$ cat src/hdl/dual_mode_fir_filter_macros.svh
// ----------------------------------------------------------------------------
// dual_mode_fir_filter_macros.svh
// Assertion macros shared by the filter RTL.
// ----------------------------------------------------------------------------
`ifndef DUAL_MODE_FIR_FILTER_MACROS_SVH
`define DUAL_MODE_FIR_FILTER_MACROS_SVH

// Condition that must hold at every clock edge out of reset.
`define DMF_ASSERT_ALWAYS(lbl, cond, msg) \
    lbl: assert property (@(posedge i_clk) disable iff (!i_rst_n) (cond)) \
        else $error(msg);

// Consequent that must hold in the cycle after the antecedent.
`define DMF_ASSERT_NEXT(lbl, ante, cons, msg) \
    lbl: assert property (@(posedge i_clk) disable iff (!i_rst_n) (ante) |=> (cons)) \
        else $error(msg);

// Consequent that must hold in the same cycle as the antecedent.
`define DMF_ASSERT_IMPLY(lbl, ante, cons, msg) \
    lbl: assert property (@(posedge i_clk) disable iff (!i_rst_n) (ante) |-> (cons)) \
        else $error(msg);

`endif

$ cat src/hdl/dmf_pkg.sv
// ----------------------------------------------------------------------------
// dmf_pkg
// Widths, tap counts and Q1.15 coefficient tables of the dual-mode FIR.
// ----------------------------------------------------------------------------
package dmf_pkg;

    localparam int SAMPLE_W       = 16;
    localparam int COEF_W         = 16;
    localparam int COEF_FRAC_BITS = 15;

    localparam int LP_TAPS = 42;
    localparam int HP_TAPS = 31;

    localparam int TAP_W    = $clog2(LP_TAPS);
    localparam int HP_IDX_W = $clog2(HP_TAPS);

    // Sample is fed to the multiplier one 4-bit digit per cycle, LSB first
    localparam int DIGIT_W    = 4;
    localparam int NUM_DIGITS = SAMPLE_W / DIGIT_W;
    localparam int DIG_IDX_W  = $clog2(NUM_DIGITS);
    localparam int PROD_W     = COEF_W + DIGIT_W + 1;

    // Sum of up to 42 products of 16x16 bits fits in 37 bits signed
    localparam int ACC_W = 38;

    localparam int ROUND_BIAS = (1 << COEF_FRAC_BITS) - 1;
    localparam int SAT_MAX    = (1 << (SAMPLE_W - 1)) - 1;
    localparam int SAT_MIN    = -(1 << (SAMPLE_W - 1));

    typedef logic signed [SAMPLE_W-1:0] t_sample;
    typedef logic signed [COEF_W-1:0]   t_coef;

    localparam t_coef LP_COEF [LP_TAPS] = '{
        -16'sd224,  -16'sd145,  -16'sd174,  -16'sd191,  -16'sd190,  -16'sd163,
        -16'sd105,  -16'sd11,    16'sd123,   16'sd297,   16'sd511,   16'sd758,
         16'sd1033,  16'sd1325,  16'sd1623,  16'sd1913,  16'sd2182,  16'sd2416,
         16'sd2604,  16'sd2734,  16'sd2802,  16'sd2802,  16'sd2734,  16'sd2604,
         16'sd2416,  16'sd2182,  16'sd1913,  16'sd1623,  16'sd1325,  16'sd1033,
         16'sd758,   16'sd511,   16'sd297,   16'sd123,  -16'sd11,   -16'sd105,
        -16'sd163,  -16'sd190,  -16'sd191,  -16'sd174,  -16'sd145,  -16'sd224
    };

    localparam t_coef HP_COEF [HP_TAPS] = '{
        -16'sd1657,  16'sd479,   16'sd568,   16'sd690,   16'sd788,   16'sd795,
         16'sd651,   16'sd327,  -16'sd185,  -16'sd865,  -16'sd1659, -16'sd2489,
        -16'sd3267, -16'sd3903, -16'sd4319,  16'sd28305,
        -16'sd4319, -16'sd3903, -16'sd3267, -16'sd2489, -16'sd1659, -16'sd865,
        -16'sd185,   16'sd327,   16'sd651,   16'sd795,   16'sd788,   16'sd690,
         16'sd568,   16'sd479,  -16'sd1657
    };

endpackage

$ cat src/hdl/dual_mode_fir_filter.sv
// ----------------------------------------------------------------------------
// dual_mode_fir_filter
// Dual-mode audio FIR: 42-tap low-pass or 31-tap high-pass, digit-serial MAC.
// ----------------------------------------------------------------------------
// One signed 16-bit sample in, one filtered sample out. i_cfg_wdata picks the
// filter (0 low-pass, 1 high-pass); each filter keeps its own history, held
// newest-first in a ring of registers that rotates by one position per tap so
// the sample for the current tap always sits at the ring head. A single
// 16x4 multiplier consumes the sample one 4-bit digit per cycle, taking
// the digits of each tap in turn and then moving on to the next tap. A new
// sample is taken while the previous result still waits in the output
// register. The sum is scaled by 2^-15, truncated toward zero and
// saturated to 16 bits.
module dual_mode_fir_filter
    import dmf_pkg::*;
(
    input  logic                i_clk,
    input  logic                i_rst_n,
    input  logic                i_cfg_we,
    input  logic                i_cfg_wdata,     // filter_select
    input  logic                s_tvalid,
    output logic                s_tready,
    input  logic [SAMPLE_W-1:0] s_tdata,         // [15:0] mono_sample
    output logic                m_tvalid,
    input  logic                m_tready,
    output logic [SAMPLE_W-1:0] m_tdata          // [15:0] filtered_sample
);

    localparam logic [1:0] ST_IDLE = 2'd0;
    localparam logic [1:0] ST_MAC  = 2'd1;
    localparam logic [1:0] ST_DONE = 2'd2;

    localparam logic [TAP_W-1:0] LP_LAST = TAP_W'(LP_TAPS - 1);
    localparam logic [TAP_W-1:0] HP_LAST = TAP_W'(HP_TAPS - 1);
    localparam logic [DIG_IDX_W-1:0] DIG_LAST = DIG_IDX_W'(NUM_DIGITS - 1);

    logic [1:0]               r_state, n_state;
    logic                     r_filter_select;
    logic                     r_sel;
    logic [TAP_W-1:0]         r_tap;
    logic [DIG_IDX_W-1:0]     r_digit;
    t_sample                  r_mpy;
    logic signed [ACC_W-1:0]  r_acc;
    logic                     r_out_valid;
    t_sample                  r_out_data;

    t_sample r_lp_ring [LP_TAPS];
    t_sample r_hp_ring [HP_TAPS];

    logic                     w_accept;
    logic                     w_out_free;
    logic                     w_last_digit;
    logic                     w_last_tap;
    logic                     w_mac_first;
    logic [TAP_W-1:0]         w_tap_last;
    t_sample                  w_head;
    t_coef                    w_coef;
    logic [DIGIT_W-1:0]       w_nib;
    logic signed [DIGIT_W:0]  w_dig;
    logic signed [PROD_W-1:0] w_prod;
    logic signed [ACC_W-1:0]  w_term;
    logic signed [ACC_W-1:0]  w_rnd;
    logic signed [ACC_W-1:0]  w_q;
    t_sample                  w_sat;

    assign w_accept     = s_tvalid && s_tready;
    assign w_out_free   = !r_out_valid || m_tready;
    assign w_last_digit = (r_digit == DIG_LAST);
    assign w_tap_last   = r_sel ? HP_LAST : LP_LAST;
    assign w_last_tap   = (r_tap == w_tap_last);
    assign w_mac_first  = (r_state == ST_MAC) && (r_tap == '0) && (r_digit == '0);

    // Hold off input beats while reset is applied
    assign s_tready = (r_state == ST_IDLE) && i_rst_n;
    assign m_tvalid = r_out_valid;
    assign m_tdata  = r_out_data;

    // Digit-serial multiply: first digit straight from the ring head
    always_comb begin
        w_head = r_sel ? r_hp_ring[0] : r_lp_ring[0];
        w_coef = r_sel ? HP_COEF[r_tap[HP_IDX_W-1:0]] : LP_COEF[r_tap];
        w_nib  = (r_digit == '0) ? w_head[DIGIT_W-1:0] : r_mpy[DIGIT_W-1:0];
        // top digit carries the sample sign, lower digits are unsigned
        w_dig  = w_last_digit ? {w_nib[DIGIT_W-1], w_nib} : {1'b0, w_nib};
        w_prod = w_coef * w_dig;
        w_term = ACC_W'(w_prod) <<< (DIGIT_W * int'(r_digit));
    end

    // Scale by 2^-F with truncation toward zero, then clamp
    always_comb begin
        w_rnd = r_acc + (r_acc[ACC_W-1] ? ACC_W'(ROUND_BIAS) : '0);
        w_q   = w_rnd >>> COEF_FRAC_BITS;
        if (w_q > ACC_W'(SAT_MAX)) begin
            w_sat = SAMPLE_W'(SAT_MAX);
        end else if (w_q < ACC_W'(SAT_MIN)) begin
            w_sat = SAMPLE_W'(SAT_MIN);
        end else begin
            w_sat = w_q[SAMPLE_W-1:0];
        end
    end

    always_comb begin
        n_state = r_state;
        case (r_state)
            ST_IDLE: begin
                if (w_accept) begin
                    n_state = ST_MAC;
                end
            end
            ST_MAC: begin
                if (w_last_digit && w_last_tap) begin
                    n_state = ST_DONE;
                end
            end
            ST_DONE: begin
                if (w_out_free) begin
                    n_state = ST_IDLE;
                end
            end
            default: n_state = ST_IDLE;
        endcase
    end

    always_ff @(posedge i_clk) begin
        if (!i_rst_n) begin
            r_state         <= ST_IDLE;
            r_filter_select <= 1'b0;
            r_sel           <= 1'b0;
            r_tap           <= '0;
            r_digit         <= '0;
            r_out_valid     <= 1'b0;
        end else begin
            r_state <= n_state;
            if (i_cfg_we) begin
                r_filter_select <= i_cfg_wdata;
            end
            if (w_accept) begin
                r_sel   <= r_filter_select;
                r_tap   <= '0;
                r_digit <= '0;
            end else if (r_state == ST_MAC) begin
                r_digit <= r_digit + 1'b1;
                if (w_last_digit) begin
                    r_tap <= r_tap + 1'b1;
                end
            end
            if (r_state == ST_DONE && w_out_free) begin
                r_out_valid <= 1'b1;
            end else if (m_tready) begin
                r_out_valid <= 1'b0;
            end
        end
    end

    // Datapath: multiplier shift register, accumulator, output beat
    always_ff @(posedge i_clk) begin
        if (w_accept) begin
            r_acc <= '0;
        end else if (r_state == ST_MAC) begin
            r_acc <= r_acc + w_term;
            r_mpy <= ((r_digit == '0) ? w_head : r_mpy) >>> DIGIT_W;
        end
        if (r_state == ST_DONE && w_out_free) begin
            r_out_data <= w_sat;
        end
    end

    // History rings: push the new sample at accept, rotate once per tap
    always_ff @(posedge i_clk) begin
        if (!i_rst_n) begin
            for (int i = 0; i < LP_TAPS; i++) begin
                r_lp_ring[i] <= '0;
            end
            for (int i = 0; i < HP_TAPS; i++) begin
                r_hp_ring[i] <= '0;
            end
        end else if (w_accept) begin
            if (r_filter_select) begin
                r_hp_ring[0] <= s_tdata;
                for (int i = 1; i < HP_TAPS; i++) begin
                    r_hp_ring[i] <= r_hp_ring[i-1];
                end
            end else begin
                r_lp_ring[0] <= s_tdata;
                for (int i = 1; i < LP_TAPS; i++) begin
                    r_lp_ring[i] <= r_lp_ring[i-1];
                end
            end
        end else if (r_state == ST_MAC && w_last_digit) begin
            if (r_sel) begin
                for (int i = 0; i < HP_TAPS - 1; i++) begin
                    r_hp_ring[i] <= r_hp_ring[i+1];
                end
                r_hp_ring[HP_TAPS-1] <= r_hp_ring[0];
            end else begin
                for (int i = 0; i < LP_TAPS - 1; i++) begin
                    r_lp_ring[i] <= r_lp_ring[i+1];
                end
                r_lp_ring[LP_TAPS-1] <= r_lp_ring[0];
            end
        end
    end

`include "dual_mode_fir_filter_macros.svh"

    `DMF_ASSERT_NEXT(a_accept_starts_mac, w_accept, w_mac_first, "beat did not start a MAC pass")
    `DMF_ASSERT_IMPLY(a_tap_in_range, r_state == ST_MAC, r_tap <= w_tap_last, "tap overran")
    `DMF_ASSERT_IMPLY(a_out_done, $rose(r_out_valid), $past(r_state) == ST_DONE, "stray out beat")

endmodule

$ cat config.mk
export PLATFORM = sky130hd
export DESIGN_NAME = dual_mode_fir_filter
export DESIGN_NICKNAME = d
export VERILOG_FILES = /design/src/hdl/dmf_pkg.sv /design/src/hdl/dual_mode_fir_filter.sv
export VERILOG_INCLUDE_DIRS = /design/src /design/src/hdl
export SDC_FILE = /design/constraint.sdc
export NUM_CORES = 2
export LEC_CHECK = 0
export CAP_MARGIN = 20
export CELL_PAD_IN_SITES_DETAIL_PLACEMENT = 1
export CELL_PAD_IN_SITES_GLOBAL_PLACEMENT = 1
export CORE_MARGIN = 2
export CORE_UTILIZATION = 49
export DETAILED_ROUTE_END_ITERATION = 10
export DONT_BUFFER_PORTS = 1
export GPL_TIMING_DRIVEN = 0
export PLACE_DENSITY = 0.85
export SKIP_LAST_GASP = 1
export SYNTH_ARGS = -nofsm -noshare
export SYNTH_HDL_FRONTEND = slang
export SYNTH_SLANG_ARGS = --single-unit
$ cat constraint.sdc
create_clock -name i_clk -period 19.8 [get_ports i_clk]
set_clock_uncertainty 0.1 [all_clocks]
set_input_delay 2.97 -clock i_clk [delete_from_list [all_inputs] [get_ports i_clk]]
set_output_delay 2.97 -clock i_clk [all_outputs]
set_load 0.02 [all_outputs]
==> flow_summary.ini <==
[run_status]
status = finished, final reports clean

[cts]
cts_hold_buf = 0
cts_sinks = 1247
cts.path.max_buffers = 3
cts_tree = built
cts_root_buf = clkbuf_16
clk_pin_slew_ns = 0.06
cts_resized = 0
cts_buffers = 133
post_cts_buffers = 0
clkLatencyLatePin_ns = 0.78
h-tree-depth = 4

[power_and_ir_drop]
design_power_total_uw = 7882
p_per_area_nw_per_um2 = 122.4
cellLeakagePower_uw = 0.02373
vdd_drop_max_uv = 118.5

[cells_and_area]
layout.nets = 4595
drive_above_1_share = 0.05618
area_delta_synth_final_pct = 11.46
nFillCells = 11290

[floorplan]
die_x_um = 347.4
core_um2 = 116500
die_y_um = 347.4
row_count = 125
initial_core_util = 0.4959
die_area_um2 = 120700
io-pin-count = 40

[global_routing]
track_usage = 0.2833
grt_pass1_wl_um = 262700
grt_antenna_before_repair = 4
grt-ovfl-total = 0
grt_max_degree = 74
first_global_vias = 41420

[synthesis]
synth_seq_cells = 1247
synth_ff_type = edfxtp_1
synth.top_cells.by_area = edfxtp_1, a22o_1, nand2_1
netlist_instances = 4257
synth_top_area_share = 0.6215
syn_area_um2 = 57790
syn-num-nets = 4439
syn-mean-instance-area_um2 = 13.57
synth.distinct_cells = 81
ys_seq_area_frac = 0.6392
synth_edf_count = 1196
yosys_warnings = 0
yosys.area.top_type = edfxtp_1
async_flop_share = 0

[place]
routabilityCongestion = 0.9166
io_buffer_count = 0
place_hpwl_um = 121700

[drt]
ant_nets = 0
drt_first_pass_iters = 6
wl_per_cell_um = 28.35
routed_wl_um = 171600
avgViaCountPerCell = 6.560
drc_errors = 0
drt_iter0_markers = 4162
num_vias = 39710

[run]
maxCapViolations = 0

[sta]
min_period_ns = 11.11
tightest_slew_ns = 1.134
max_slew_margin = 0.2362
maxSlewViolCount = 0
rsz0062_at_grt = no
hold_viol = 0
finalSetupTns_ns = 0
clock.fmax_ghz = 0.08999
setup_violations = 0
fin_crit_sh = 0.5612

[hold_path]
worstHoldPathType = flip-flop to flip-flop

[setup_path]
cpPeakStageDelay_ns = 0.67
crit_arrival_ns = 11.69
path_class = flip-flop to flip-flop
end_kind = flip-flop
required_ns = 20.38
path_max_fanout = 14
setup.worst_path.start_class = flip-flop
crit_slowest_cell = a41oi_1
-- path summary, 6_finish.rpt --
kind                  from         to  slack [ns]  cells after the start
setup / recovery  r_tap[1]  r_acc[37]        8.69                     32
hold / removal    r_acc[2]   r_acc[2]        0.39                      2
setup reg to reg  r_tap[1]  r_acc[37]        8.69                     32
hold reg to reg   r_acc[2]   r_acc[2]        0.39                      2
-- worst max-delay path, delay by kind of cell (launching register included) --
kind	cells	cell delay, ns
adders and majority gates	6	2.82
and+or+nand+nor	9	2.62
AOI/OAI and AO/OA	9	2.44
buffers and inverters	5	1.73
muxes	3	0.66
DFF	1	0.61
-- synth_stat cells, drive strengths merged (4+ instances only) --
library cell / number
edfxtp: 1196
a22o: 1041
nand2: 391
clkbuf: 291
nor2: 149
a21boi: 133
a21oi: 133
inv: 110
ha: 109
o21ai: 94
buf: 52
dfxtp: 51
fa: 51
mux2i: 38
xnor2: 34
a211oi: 33
nand3: 31
nor3: 29
a21o: 25
xor2: 25
nand2b: 22
and2: 20
nor2b: 19
and3: 15
o211ai: 11
or2: 11
a31oi: 10
nand4: 10
o21a: 10
o31ai: 9
nand3b: 8
o21bai: 7
or3: 7
o22ai: 6
a221oi: 5
a311oi: 5
a31o: 5
a41oi: 5
a211o: 4
clkinv: 4
nor4: 4
o31a: 4
-- cell families after synthesis --
family	Yosys count	share of synthesized area
buffers and inverters	457	0.03005
AO/OA/AOI/OAI	1564	0.2176
XOR/XNOR	59	0.008942
AND/OR/NAND/NOR	726	0.05461
multiplexers	44	0.008336
flip-flops	1247	0.6392
adder cells (fa/ha/maj)	160	0.04127
-- report_power, final --
group	leakage, µW	switching [µW]	internal [µW]	total, µW
clock network	0.00201	1090	1330	2420
logic	0.00885	1350	798	2150
registers	0.0129	188	3130	3320
-- stage by stage --
| stage | std cells | area [µm²] | utilization | setup slack [ns] | hold slack, ns |
|---|---|---|---|---|---|
| after floorplan | 4257 | 57790 | - | 0.2060 | 0.3535 |
| after global placement | 5781 | 59690 | 0.5123 | -6.962 | 0.3664 |
| after detailed placement | 5802 | 60230 | 0.5169 | 9.088 | 0.3795 |
| after CTS | 6045 | 64390 | 0.5526 | 8.936 | 0.3890 |
| after global routing | 6045 | 64390 | 0.5526 | 8.150 | 0.4198 |
| final | 6053 | 64410 | 0.5528 | 8.688 | 0.3930 |
-- registers in the layout, indices dropped and copies added, names as in the netlist --
signal and flops:
r_sel 1, r_acc 38, r_state 2, r_hp_ring 496, m_tdata 16, r_mpy 12, r_tap 6, r_lp_ring 672
r_digit 2, m_tvalid 1, r_filter_select 1
-- metal layers --
layer	part of all wire	vias to the layer above	GRT usage
met4	0.028	6	0.08376
met1	0.40	20500	0.3687
met3	0.072	352	0.04638
met5	0.00023	-	0
met2	0.50	1731	0.4881
li1	-	17110	-
-- layout by cell type, fill, tap and decap left out, drive strengths merged, types with 29 or more instances in the layout --
cell type and n:
edfxtp 1196, nand3 31, clkinv 63, o21ai 94, ha 109, mux2i 38
fa 51, a211oi 33, a21oi 133, clkbuf 458, nor3 29, inv 116
dfxtp 51, buf 73, a22o 1041, xnor2 34, nor2 149, nand2 391
a21boi 133
-- final cells by class --
class,instances,area (µm²),area share
diodes,8,20.02,0.0003108
clock inverters,76,609.3,0.009460
multi-input cells,2553,19150,0.2973
clock buffers,167,3551,0.05513
flip-flops and latches,1247,36940,0.5734
plain buffers,343,1309,0.02032
inverters,114,427.9,0.006643
well taps,1524,1907,0.02960
repair buffers,21,501.7,0.007790
No activity file was read; power rests on OpenSTA's default activity.
